<file path="src/sv/fap_pkg.sv">
`default_nettype none
// ----------------------------------------------------------------------------
// fap_pkg
// shared codes, reset values and control types of the fit and align placement
// ----------------------------------------------------------------------------
package fap_pkg;

  localparam int CFG_IDX_BITS = 3;
  localparam int CENTER_SHIFT = 1;
  localparam int DEST_W_RESET = 80;
  localparam int DEST_H_RESET = 24;

  typedef enum logic [1:0] {
    TUCK_STRETCH = 2'd0,
    TUCK_SHRINK  = 2'd1,
    TUCK_FIT     = 2'd2
  } tuck_t;

  typedef enum logic [1:0] {
    ALIGN_START  = 2'd0,
    ALIGN_CENTER = 2'd1,
    ALIGN_END    = 2'd2
  } align_t;

  typedef enum logic [CFG_IDX_BITS-1:0] {
    CFG_TUCK_MODE   = 3'd0,
    CFG_H_ALIGN     = 3'd1,
    CFG_V_ALIGN     = 3'd2,
    CFG_AREA_WIDTH  = 3'd3,
    CFG_AREA_HEIGHT = 3'd4
  } cfg_idx_t;

  localparam tuck_t  TUCK_RESET    = TUCK_FIT;
  localparam align_t H_ALIGN_RESET = ALIGN_START;
  localparam align_t V_ALIGN_RESET = ALIGN_START;

  // scale: aspect scaling applies, err: zero source while scaling,
  // axis_w: width is the limiting axis
  typedef struct packed {
    logic scale;
    logic err;
    logic axis_w;
  } ctl_t;

endpackage
`default_nettype wire

</file>
<file path="src/sv/fap_size_if.sv">
`default_nettype none
// ----------------------------------------------------------------------------
// fap_size_if
// source size channel
// ----------------------------------------------------------------------------
interface fap_size_if #(
  parameter int DIM_BITS = 16
) ();
  logic                valid;
  logic                ready;
  logic [DIM_BITS-1:0] source_width;
  logic [DIM_BITS-1:0] source_height;

  modport source (output valid, source_width, source_height, input ready);
  modport sink (input valid, source_width, source_height, output ready);
endinterface
`default_nettype wire

</file>
<file path="src/sv/fap_place_if.sv">
`default_nettype none
// ----------------------------------------------------------------------------
// fap_place_if
// placement result channel
// ----------------------------------------------------------------------------
interface fap_place_if #(
  parameter int DIM_BITS = 16
) ();
  logic                valid;
  logic                ready;
  logic [DIM_BITS-1:0] placed_width;
  logic [DIM_BITS-1:0] placed_height;
  logic [DIM_BITS-1:0] offset_x;
  logic [DIM_BITS-1:0] offset_y;
  logic                zero_source_error;

  modport source (
    output valid, placed_width, placed_height, offset_x, offset_y, zero_source_error,
    input  ready
  );
  modport sink (
    input  valid, placed_width, placed_height, offset_x, offset_y, zero_source_error,
    output ready
  );
endinterface
`default_nettype wire

</file>
<file path="src/sv/fap_cfg_if.sv">
`default_nettype none
// ----------------------------------------------------------------------------
// fap_cfg_if
// register write channel
// ----------------------------------------------------------------------------
interface fap_cfg_if
  import fap_pkg::*;
#(
  parameter int DIM_BITS = 16
) ();
  logic                    valid;
  logic                    ready;
  logic [CFG_IDX_BITS-1:0] index;
  logic [DIM_BITS-1:0]     data;

  modport source (output valid, index, data, input ready);
  modport sink (input valid, index, data, output ready);
endinterface
`default_nettype wire

</file>
<file path="src/sv/fap_cfg_regs.sv">
`default_nettype none
// ----------------------------------------------------------------------------
// fap_cfg_regs
// mode, alignment and destination size registers
// ----------------------------------------------------------------------------
module fap_cfg_regs
  import fap_pkg::*;
#(
  parameter int DIM_BITS = 16
) (
  input  wire logic                clk,
  input  wire logic                rst,
  fap_cfg_if.sink                  cfg,
  output tuck_t                    tuck_mode,
  output align_t                   h_align,
  output align_t                   v_align,
  output logic [DIM_BITS-1:0]      area_width,
  output logic [DIM_BITS-1:0]      area_height
);

  assign cfg.ready = 1'b1;

  always_ff @(posedge clk) begin
    if (rst) begin
      tuck_mode   <= TUCK_RESET;
      h_align     <= H_ALIGN_RESET;
      v_align     <= V_ALIGN_RESET;
      area_width  <= DIM_BITS'(DEST_W_RESET);
      area_height <= DIM_BITS'(DEST_H_RESET);
    end else if (cfg.valid) begin
      unique case (cfg_idx_t'(cfg.index))
        CFG_TUCK_MODE:   tuck_mode   <= tuck_t'(cfg.data[1:0]);
        CFG_H_ALIGN:     h_align     <= align_t'(cfg.data[1:0]);
        CFG_V_ALIGN:     v_align     <= align_t'(cfg.data[1:0]);
        CFG_AREA_WIDTH:  area_width  <= cfg.data;
        CFG_AREA_HEIGHT: area_height <= cfg.data;
        default: ;
      endcase
    end
  end

endmodule
`default_nettype wire

</file>
<file path="src/sv/fap_front.sv">
`default_nettype none
// ----------------------------------------------------------------------------
// fap_front
// mode decode and cross products, then limiting axis and divider operands
// ----------------------------------------------------------------------------
module fap_front
  import fap_pkg::*;
#(
  parameter int DIM_BITS = 16
) (
  input  wire logic                clk,
  input  wire logic                rst,
  input  wire logic                in_valid,
  output logic                     in_ready,
  input  wire logic [DIM_BITS-1:0] source_width,
  input  wire logic [DIM_BITS-1:0] source_height,
  input  wire tuck_t               tuck_mode,
  input  wire logic [DIM_BITS-1:0] area_width,
  input  wire logic [DIM_BITS-1:0] area_height,
  output logic                     out_valid,
  input  wire logic                out_ready,
  output ctl_t                     out_ctl,
  output logic [DIM_BITS-1:0]      out_rem,
  output logic [DIM_BITS-1:0]      out_low,
  output logic [DIM_BITS-1:0]      out_den,
  output logic [DIM_BITS-1:0]      out_w,
  output logic [DIM_BITS-1:0]      out_h
);

  localparam int PROD_BITS = 2 * DIM_BITS;

  // stage 1 registers
  logic                 v1;
  ctl_t                 ctl1;
  logic [DIM_BITS-1:0]  sw1, sh1, w1, h1;
  logic [PROD_BITS-1:0] pa1, pb1;
  logic                 ready1, ready2;

  ctl_t                 ctl1_next;
  logic [DIM_BITS-1:0]  w1_next, h1_next;
  logic                 fits;

  // stage 2 values
  logic                 axis_w;
  logic [PROD_BITS-1:0] num;

  assign ready2   = !out_valid || out_ready;
  assign ready1   = !v1 || ready2;
  assign in_ready = ready1;

  always_comb begin
    fits      = (source_width <= area_width) && (source_height <= area_height);
    ctl1_next = '0;
    w1_next   = source_width;
    h1_next   = source_height;
    unique case (tuck_mode)
      TUCK_STRETCH: begin
        w1_next = area_width;
        h1_next = area_height;
      end
      TUCK_SHRINK: begin
        ctl1_next.scale = !fits;
      end
      default: begin
        ctl1_next.scale = 1'b1;
      end
    endcase
    ctl1_next.err = ctl1_next.scale &&
                    ((source_width == '0) || (source_height == '0));
  end

  always_ff @(posedge clk) begin
    if (rst) begin
      v1 <= 1'b0;
    end else if (ready1) begin
      v1 <= in_valid;
    end
  end

  always_ff @(posedge clk) begin
    if (ready1 && in_valid) begin
      ctl1 <= ctl1_next;
      sw1  <= source_width;
      sh1  <= source_height;
      w1   <= w1_next;
      h1   <= h1_next;
      pa1  <= PROD_BITS'(area_width) * PROD_BITS'(source_height);
      pb1  <= PROD_BITS'(area_height) * PROD_BITS'(source_width);
    end
  end

  // width limits on a tie
  assign axis_w = (pa1 <= pb1);
  assign num    = axis_w ? pa1 : pb1;

  always_ff @(posedge clk) begin
    if (rst) begin
      out_valid <= 1'b0;
    end else if (ready2) begin
      out_valid <= v1;
    end
  end

  always_ff @(posedge clk) begin
    if (ready2 && v1) begin
      out_ctl <= '{scale: ctl1.scale, err: ctl1.err, axis_w: axis_w};
      out_rem <= num[PROD_BITS-1:DIM_BITS];
      out_low <= num[DIM_BITS-1:0];
      out_den <= axis_w ? sw1 : sh1;
      out_w   <= w1;
      out_h   <= h1;
    end
  end

endmodule
`default_nettype wire

</file>
<file path="src/sv/fap_div_step.sv">
`default_nettype none
// ----------------------------------------------------------------------------
// fap_div_step
// one restoring division step, one quotient bit shifted into the low word
// ----------------------------------------------------------------------------
module fap_div_step
  import fap_pkg::*;
#(
  parameter int DIM_BITS = 16
) (
  input  wire logic                clk,
  input  wire logic                rst,
  input  wire logic                in_valid,
  output logic                     in_ready,
  input  wire ctl_t                in_ctl,
  input  wire logic [DIM_BITS-1:0] in_rem,
  input  wire logic [DIM_BITS-1:0] in_low,
  input  wire logic [DIM_BITS-1:0] in_den,
  input  wire logic [DIM_BITS-1:0] in_w,
  input  wire logic [DIM_BITS-1:0] in_h,
  output logic                     out_valid,
  input  wire logic                out_ready,
  output ctl_t                     out_ctl,
  output logic [DIM_BITS-1:0]      out_rem,
  output logic [DIM_BITS-1:0]      out_low,
  output logic [DIM_BITS-1:0]      out_den,
  output logic [DIM_BITS-1:0]      out_w,
  output logic [DIM_BITS-1:0]      out_h
);

  logic [DIM_BITS:0]   trial, diff;
  logic                ge;
  logic [DIM_BITS-1:0] rem_next, low_next;

  assign in_ready = !out_valid || out_ready;

  always_comb begin
    trial    = {in_rem, in_low[DIM_BITS-1]};
    diff     = trial - {1'b0, in_den};
    ge       = (trial >= {1'b0, in_den});
    rem_next = ge ? diff[DIM_BITS-1:0] : trial[DIM_BITS-1:0];
    low_next = {in_low[DIM_BITS-2:0], ge};
  end

  always_ff @(posedge clk) begin
    if (rst) begin
      out_valid <= 1'b0;
    end else if (in_ready) begin
      out_valid <= in_valid;
    end
  end

  always_ff @(posedge clk) begin
    if (in_ready && in_valid) begin
      out_ctl <= in_ctl;
      out_rem <= rem_next;
      out_low <= low_next;
      out_den <= in_den;
      out_w   <= in_w;
      out_h   <= in_h;
    end
  end

endmodule
`default_nettype wire

</file>
<file path="src/sv/fap_back.sv">
`default_nettype none
// ----------------------------------------------------------------------------
// fap_back
// quotient ceiling, clamp to destination, alignment offsets, result register
// ----------------------------------------------------------------------------
module fap_back
  import fap_pkg::*;
#(
  parameter int DIM_BITS = 16
) (
  input  wire logic                clk,
  input  wire logic                rst,
  input  wire logic                in_valid,
  output logic                     in_ready,
  input  wire ctl_t                in_ctl,
  input  wire logic [DIM_BITS-1:0] in_rem,
  input  wire logic [DIM_BITS-1:0] in_quo,
  input  wire logic [DIM_BITS-1:0] in_w,
  input  wire logic [DIM_BITS-1:0] in_h,
  input  wire align_t              h_align,
  input  wire align_t              v_align,
  input  wire logic [DIM_BITS-1:0] area_width,
  input  wire logic [DIM_BITS-1:0] area_height,
  fap_place_if.source              place
);

  function automatic logic [DIM_BITS-1:0] align_offset(
    input align_t              align,
    input logic [DIM_BITS-1:0] slack
  );
    logic [DIM_BITS-1:0] off;
    unique case (align)
      ALIGN_CENTER: off = slack >> CENTER_SHIFT;
      ALIGN_END:    off = slack;
      default:      off = '0;
    endcase
    return off;
  endfunction

  logic [DIM_BITS:0]   q_ceil, w_raw, h_raw;
  logic [DIM_BITS-1:0] w_c, h_c;
  logic [DIM_BITS-1:0] w_next, h_next, ox_next, oy_next;

  assign in_ready = !place.valid || place.ready;

  always_comb begin
    q_ceil = {1'b0, in_quo} + (DIM_BITS+1)'(in_rem != '0);
    if (in_ctl.scale) begin
      w_raw = in_ctl.axis_w ? {1'b0, area_width} : q_ceil;
      h_raw = in_ctl.axis_w ? q_ceil : {1'b0, area_height};
    end else begin
      w_raw = {1'b0, in_w};
      h_raw = {1'b0, in_h};
    end
    w_c = (w_raw > {1'b0, area_width})  ? area_width  : w_raw[DIM_BITS-1:0];
    h_c = (h_raw > {1'b0, area_height}) ? area_height : h_raw[DIM_BITS-1:0];
    if (in_ctl.err) begin
      w_next  = '0;
      h_next  = '0;
      ox_next = '0;
      oy_next = '0;
    end else begin
      w_next  = w_c;
      h_next  = h_c;
      ox_next = align_offset(h_align, area_width - w_c);
      oy_next = align_offset(v_align, area_height - h_c);
    end
  end

  always_ff @(posedge clk) begin
    if (rst) begin
      place.valid <= 1'b0;
    end else if (in_ready) begin
      place.valid <= in_valid;
    end
  end

  always_ff @(posedge clk) begin
    if (in_ready && in_valid) begin
      place.placed_width      <= w_next;
      place.placed_height     <= h_next;
      place.offset_x          <= ox_next;
      place.offset_y          <= oy_next;
      place.zero_source_error <= in_ctl.err;
    end
  end

endmodule
`default_nettype wire

</file>
<file path="src/sv/fit_and_align_placement_top.sv">
`default_nettype none
// ----------------------------------------------------------------------------
// fit_and_align_placement_top
// places a source size inside the destination area with fit mode and alignment
//
//   channel  dir  payload                                         handshake
//   size     in   source_width, source_height                     valid/ready
//   place    out  placed_width/height, offset_x/y, zero_src_err   valid/ready
//   cfg      in   index, data (register write)                    valid/ready
//
// one transaction per cycle while the place channel is not stalled; the result
// register is reached through DIM_BITS+3 register stages, set by the
// one-bit-per-stage divider chain of DIM_BITS stages
// reset clears all stage valid bits and loads the register reset values
// each stage holds its contents while the next stage is full and stalled
// ----------------------------------------------------------------------------
module fit_and_align_placement_top
  import fap_pkg::*;
#(
  parameter int DIM_BITS = 16
) (
  input  wire logic clk,
  input  wire logic rst,
  fap_size_if.sink  size,
  fap_place_if.source place,
  fap_cfg_if.sink   cfg
);

  tuck_t               tuck_mode;
  align_t              h_align, v_align;
  logic [DIM_BITS-1:0] area_width, area_height;

  logic [DIM_BITS:0]   vld, rdy;
  ctl_t                ctl_s [DIM_BITS+1];
  logic [DIM_BITS-1:0] rem_s [DIM_BITS+1];
  logic [DIM_BITS-1:0] low_s [DIM_BITS+1];
  logic [DIM_BITS-1:0] den_s [DIM_BITS+1];
  logic [DIM_BITS-1:0] w_s   [DIM_BITS+1];
  logic [DIM_BITS-1:0] h_s   [DIM_BITS+1];

  fap_cfg_regs #(.DIM_BITS(DIM_BITS)) u_cfg (
    .clk, .rst, .cfg,
    .tuck_mode, .h_align, .v_align, .area_width, .area_height
  );

  fap_front #(.DIM_BITS(DIM_BITS)) u_front (
    .clk, .rst,
    .in_valid      (size.valid),
    .in_ready      (size.ready),
    .source_width  (size.source_width),
    .source_height (size.source_height),
    .tuck_mode, .area_width, .area_height,
    .out_valid     (vld[0]),
    .out_ready     (rdy[0]),
    .out_ctl       (ctl_s[0]),
    .out_rem       (rem_s[0]),
    .out_low       (low_s[0]),
    .out_den       (den_s[0]),
    .out_w         (w_s[0]),
    .out_h         (h_s[0])
  );

  for (genvar i = 0; i < DIM_BITS; i++) begin : g_div
    fap_div_step #(.DIM_BITS(DIM_BITS)) u_step (
      .clk, .rst,
      .in_valid  (vld[i]),
      .in_ready  (rdy[i]),
      .in_ctl    (ctl_s[i]),
      .in_rem    (rem_s[i]),
      .in_low    (low_s[i]),
      .in_den    (den_s[i]),
      .in_w      (w_s[i]),
      .in_h      (h_s[i]),
      .out_valid (vld[i+1]),
      .out_ready (rdy[i+1]),
      .out_ctl   (ctl_s[i+1]),
      .out_rem   (rem_s[i+1]),
      .out_low   (low_s[i+1]),
      .out_den   (den_s[i+1]),
      .out_w     (w_s[i+1]),
      .out_h     (h_s[i+1])
    );
  end

  fap_back #(.DIM_BITS(DIM_BITS)) u_back (
    .clk, .rst,
    .in_valid (vld[DIM_BITS]),
    .in_ready (rdy[DIM_BITS]),
    .in_ctl   (ctl_s[DIM_BITS]),
    .in_rem   (rem_s[DIM_BITS]),
    .in_quo   (low_s[DIM_BITS]),
    .in_w     (w_s[DIM_BITS]),
    .in_h     (h_s[DIM_BITS]),
    .h_align, .v_align, .area_width, .area_height,
    .place
  );

  // an empty result register lets the whole chain advance
  a_ready_when_drained: assert property (@(posedge clk) disable iff (rst)
    !place.valid |-> size.ready)
    else $error("size channel stalled with an empty result register");

  a_error_zeroes: assert property (@(posedge clk) disable iff (rst)
    place.valid && place.zero_source_error |->
      place.placed_width == '0 && place.placed_height == '0 &&
      place.offset_x == '0 && place.offset_y == '0)
    else $error("zero source error with nonzero placement");

  a_no_valid_after_reset: assert property (@(posedge clk)
    $past(rst) |-> !place.valid && vld == '0)
    else $error("valid bit survived reset");

endmodule
`default_nettype wire
</file>
<file path="src/flat_wrapper.sv">
// flat-port wrapper written by rule: the top's interface ports become plain ports
module fit_and_align_placement_top_flat import fap_pkg::*;
#(
  parameter int DIM_BITS = 16
)
  (clk, rst, size_valid, size_source_width, size_source_height, size_ready, place_valid, place_placed_width, place_placed_height, place_offset_x, place_offset_y, place_zero_source_error, place_ready, cfg_valid, cfg_index, cfg_data, cfg_ready);
  fap_size_if #(.DIM_BITS(DIM_BITS)) size_i ();
  fap_place_if #(.DIM_BITS(DIM_BITS)) place_i ();
  fap_cfg_if #(.DIM_BITS(DIM_BITS)) cfg_i ();
  input  wire logic clk;
  input  wire logic rst;
  input wire logic [$bits(size_i.valid)-1:0] size_valid;
  input wire logic [$bits(size_i.source_width)-1:0] size_source_width;
  input wire logic [$bits(size_i.source_height)-1:0] size_source_height;
  output wire logic [$bits(size_i.ready)-1:0] size_ready;
  output wire logic [$bits(place_i.valid)-1:0] place_valid;
  output wire logic [$bits(place_i.placed_width)-1:0] place_placed_width;
  output wire logic [$bits(place_i.placed_height)-1:0] place_placed_height;
  output wire logic [$bits(place_i.offset_x)-1:0] place_offset_x;
  output wire logic [$bits(place_i.offset_y)-1:0] place_offset_y;
  output wire logic [$bits(place_i.zero_source_error)-1:0] place_zero_source_error;
  input wire logic [$bits(place_i.ready)-1:0] place_ready;
  input wire logic [$bits(cfg_i.valid)-1:0] cfg_valid;
  input wire logic [$bits(cfg_i.index)-1:0] cfg_index;
  input wire logic [$bits(cfg_i.data)-1:0] cfg_data;
  output wire logic [$bits(cfg_i.ready)-1:0] cfg_ready;
  assign size_i.valid = size_valid;
  assign size_i.source_width = size_source_width;
  assign size_i.source_height = size_source_height;
  assign size_ready = size_i.ready;
  assign place_valid = place_i.valid;
  assign place_placed_width = place_i.placed_width;
  assign place_placed_height = place_i.placed_height;
  assign place_offset_x = place_i.offset_x;
  assign place_offset_y = place_i.offset_y;
  assign place_zero_source_error = place_i.zero_source_error;
  assign place_i.ready = place_ready;
  assign cfg_i.valid = cfg_valid;
  assign cfg_i.index = cfg_index;
  assign cfg_i.data = cfg_data;
  assign cfg_ready = cfg_i.ready;
  fit_and_align_placement_top #(.DIM_BITS(DIM_BITS)) u_core (.clk(clk), .rst(rst), .size(size_i), .place(place_i), .cfg(cfg_i));
endmodule
</file>
<file path="config.mk">
export PLATFORM = sky130hd
export DESIGN_NAME = fit_and_align_placement_top_flat
export DESIGN_NICKNAME = d
export VERILOG_FILES = /design/src/sv/fap_pkg.sv /design/src/sv/fap_size_if.sv /design/src/sv/fap_place_if.sv /design/src/sv/fap_cfg_if.sv /design/src/sv/fap_cfg_regs.sv /design/src/sv/fap_front.sv /design/src/sv/fap_div_step.sv /design/src/sv/fap_back.sv /design/src/sv/fit_and_align_placement_top.sv /design/src/flat_wrapper.sv
export SDC_FILE = /design/constraint.sdc
export NUM_CORES = 2
export LEC_CHECK = 0
export CORE_MARGIN = 2
export CORE_UTILIZATION = 60
export DETAILED_ROUTE_END_ITERATION = 8
export DONT_BUFFER_PORTS = 1
export HOLD_SLACK_MARGIN = 0.02
export PLACE_DENSITY = 0.76
export SYNTH_ARGS = -nofsm -noshare
export SYNTH_HDL_FRONTEND = slang
export SYNTH_SLANG_ARGS = --single-unit
</file>
<file path="constraint.sdc">
create_clock -name clk -period 23 [get_ports clk]
set_clock_uncertainty 0.15 [all_clocks]
set_input_delay 4.6 -clock clk [delete_from_list [all_inputs] [get_ports clk]]
set_output_delay 4.6 -clock clk [all_outputs]
set_load 0.1 [all_outputs]
</file>
==> summary.txt <==
Run status
  – Outcome: finished clean

Power
  – PwrDens: 70.3 mW/mm²
  – LEAKAGE: 0.0379 µW
  – VDD IR max: 0.0915 mV

Clocking
  – Clk root buf: clkbuf_16
  – CTS tree: built
  – Cts bufs inserted: 165
  – Post-CTS sizing: 0
  – Max Buffers Root-to-Sink: 3
  – H-tree depth: 4
  – Clk sinks: 1,647
  – Worst skew pair latency: 0.83 ns
  – Clock Pin Slew Worst Setup and Hold Paths: 0.06 ns
  – Post-CTS Setup Bufs: 0
  – # hold bufs at CTS: 0

Worst setup path
  – Worst Setup End Kind: primary output
  – Worst setup SP type: input port
  – Critical Path Sink: size_ready
  – Critical Path RT: 18.25 ns
  – FF-to-FF setup slack: 13.88 ns
  – Critical path peak fanout: 6
  – Critical Path Start: place_ready
  – R2R depth: 30
  – CP Data Arrival Time: 7.45 ns
  – Crit Path Category: in2out
  – Worst R2R Start: u_core.g_div[15].u_step.out_rem[9]
  – Crit Reg-Reg Endpoint: u_core.u_back.place.offset_y[13]

Timing
  – Final worst-path cycle share: 53.1%
  – Number of setup violations in the final report: 0
  – Actual slew at the worst max-slew pin: 1.18 ns
  – Fin Hold WS: 0.212 ns
  – RSZ-0062 raised after global routing: false
  – Fin. Hold Viols: 0
  – Setup_tns: 0 ns
  – Tmin final: 12.20 ns
  – Relative slew margins: 21.5%
  – Max Clk Rate: 0.0819 GHz
  – Max-slew violations: 0

Place
  – Placed insts: 9,052
  – GP Congestion: 0.981
  – Port-buffer cells: 0
  – HPWL Detailed: 149 mm

Route
  – DRC viols: 0
  – Via count: 55,996
  – Final ANT Viol Nets: 0
  – Vias per cell: 5.99
  – Routed wire length: 212 mm
  – Routed len/inst: 22.6 µm
  – Initial DRC count: 4,878
  – First-pass iteration count of the detailed router: 6

Logic synthesis
  – Mapped Area: 0.0892 mm²
  – #FFs+latches synth: 1,647
  – Sequential share of the synthesized area: 54.8%
  – Post-synth EDFFs: 1,590
  – Synth top area share: 53.5%
  – Post-Syn Nets: 8,321
  – Yosys warns: 0
  – Largest area contributor in the netlist: edfxtp_1
  – Netlist cell types: 99
  – Synthesized instance count: 7,281
  – Top post-synthesis cells by area: edfxtp_1 54%, fa_1 9.1%, ha_1 8.1%, inv_1 3.9%, nand2_1 2.5%
  – Ys flop type: edfxtp_1
  – Fraction of registers with async set/reset: 0%
  – Post-Syn Area per Cell: 12.3 µm²

Die
  – Total die area: 0.152 mm²
  – FP Rows: 141
  – Die Span Y: 390 µm
  – Core Footprint: 0.148 mm²
  – Initial core utilization: 60.4%
  – Ports: 124
  – DIE WIDTH: 390 µm

Cells and area
  – Share of layout cells above drive strength 1: 7.86%
  – Non-Filler Instances: 9,353
  – Final nets: 8,329
  – Synth-to-layout area growth: 8.90%

Global route
  – Vias in the first global route: 57,507
  – Largest net degree at the start of global routing: 84
  – Total Routing Usage GR: 28.3%
  – First-pass GRT wire length: 326 mm
  – Antenna violations before repair: 4
  – Grt total ovfl: 0

Min path
  – Hold crit path type: reg2reg

Flow run
  – Max_cap viols: 0
-- Yosys cell counts (9+ instances only) --
library cell     n
xnor2_1        173
nor4_1          25
dfxtp_1         57
ha_1           578
o2111ai_1        9
nand4_1        105
a21o_1          88
fa_1           406
o21bai_1        12
nor2b_1         83
o22ai_1         18
o31a_1           9
nor3_1          69
o211ai_1        16
nor3b_1         11
a21oi_1        420
or3_1           35
a31o_2          16
clkbuf_1       193
nand3b_1        12
o21a_1          50
o211a_1         10
edfxtp_1      1590
and2_1         194
nand3_1         74
inv_1          933
a211oi_1        52
nand2b_1        73
a31oi_1         32
mux2_2         157
a21boi_0        50
o41ai_1         19
xor2_1          70
or2_2           20
nand2_1        589
mux2i_1         24
o31ai_1         22
buf_1           17
buf_2           16
o21ai_0        254
and3_1          21
nor2_1         521
-- worst max-delay path, cell delays in order --
cell	delay (ns)
nor2b_1	0.46
and3_1	0.44
and3_1	0.38
nand2_1	0.15
nor3_1	0.43
and4_1	0.56
nand3_1	0.15
buf_4	0.27
-- per-layer routing --
| metal | share of wire (%) | vias to the layer above | wire [µm] | global-route usage (%) |
|---|---|---|---|---|
| met5 | 0.0061 | - | 13 | 0 |
| met2 | 49 | 2346 | 104000 | 48.0 |
| li1 | - | 25454 | - | - |
| met1 | 38 | 27584 | 79800 | 34.6 |
| met4 | 5.3 | 2 | 11200 | 14.0 |
| met3 | 8.1 | 610 | 17200 | 5.68 |
-- report_power, final --
group	internal (µW)	total (µW)	leakage, µW	switching (µW)
registers	3340	3380	0.0150	38.1
clock network	1570	2770	0.00272	1190
logic	269	680	0.0201	411
total	5190	6830	0.0379	1640
-- registers in the layout (all words and copies together), names as in the netlist, 32 cells and up --
signal / flops
u_core.g_div.u_step.out_den: 240
u_core.u_front.pb1: 32
u_core.g_div.u_step.out_ctl: 48
u_core.g_div.u_step.out_w: 256
u_core.u_front.pa1: 32
u_core.g_div.u_step.out_low: 256
u_core.g_div.u_step.out_h: 256
u_core.g_div.u_step.out_rem: 256
-- layout by cell type, fill, tap and decap left out, drive strengths merged, types with 13 or more instances in the layout --
cell    synthesis  final
edfxtp       1590   1590
inv           933    942
nand2         590    590
ha            578    578
nor2          521    521
a21oi         420    420
fa            406    406
o21ai         255    255
and2          196    196
clkbuf        200    190
xnor2         173    173
mux2          157    157
nand4         106    106
a21o           88     88
nor2b          83     83
buf            37     78
clkinv          3     75
nand3          74     74
nand2b         73     73
xor2           70     70
nor3           69     69
dfxtp          57     57
a211oi         52     52
a21boi         52     52
o21a           50     50
or3            36     36
a31oi          33     33
nor4           25     25
mux2i          24     24
o41ai          24     24
and3           22     22
o31ai          22     22
or2            21     21
bufinv          0     19
o22ai          18     18
a31o           16     16
o211ai         16     16
nand3b         13     13
-- kinds of logic (layout without fill, tap and decap cells) --
kind of cell / after synthesis / in the layout / synth area share [%]
simple gates: 1871 / 1871 / 9.96
flops: 1647 / 1647 / 54.8
compound gates: 1174 / 1174 / 8.25
buf+inv: 1173 / 1314 / 5.05
fa+ha+maj: 991 / 991 / 17.3
xor+xnor: 243 / 243 / 2.39
mux: 181 / 181 / 2.25
other cells: 1 / 2 / 0.00420
-- worst min path at each step --
stage,startpoint,end,cells after the start
2_1_floorplan,u_core.u_front.out_ctl[0],u_core.g_div[0].u_step.out_ctl[0],0
3_3_place_gp,u_core.g_div[9].u_step.out_h[1],u_core.g_div[10].u_step.out_h[1],0
3_5_place_dp,u_core.u_front.out_h[9],u_core.g_div[0].u_step.out_h[9],0
4_1_cts,u_core.u_front.h1[8],u_core.u_front.out_h[8],0
5_1_grt,u_core.u_front.w1[2],u_core.u_front.out_w[2],0
6_report,u_core.u_front.out_w[1],u_core.g_div[0].u_step.out_w[1],0
-- layout make-up --
| cell class | count | area, µm² |
|---|---|---|
| fillers | 10335 | 50500 |
| flip-flops and latches | 1647 | 48900 |
| multi-input cells | 4461 | 36100 |
| clock buffers | 190 | 4270 |
| inverters | 936 | 3510 |
| well taps | 1930 | 2410 |
| clock inverters | 110 | 1400 |
| repair buffers | 78 | 586 |
| diodes | 1 | 2.50 |
-- stage by stage --
stage	utilization (%)	power [µW]	setup WS, ns	cell area (µm²)
floorplan	-	3910	10.14	89200
global placement	61.9	4090	10.93	91500
detailed placement	61.9	4110	10.90	91500
CTS	65.8	6870	10.86	97100
global route	65.8	7050	10.67	97100
finish	65.8	6830	10.80	97100
(Power assumes the default switching activity.)
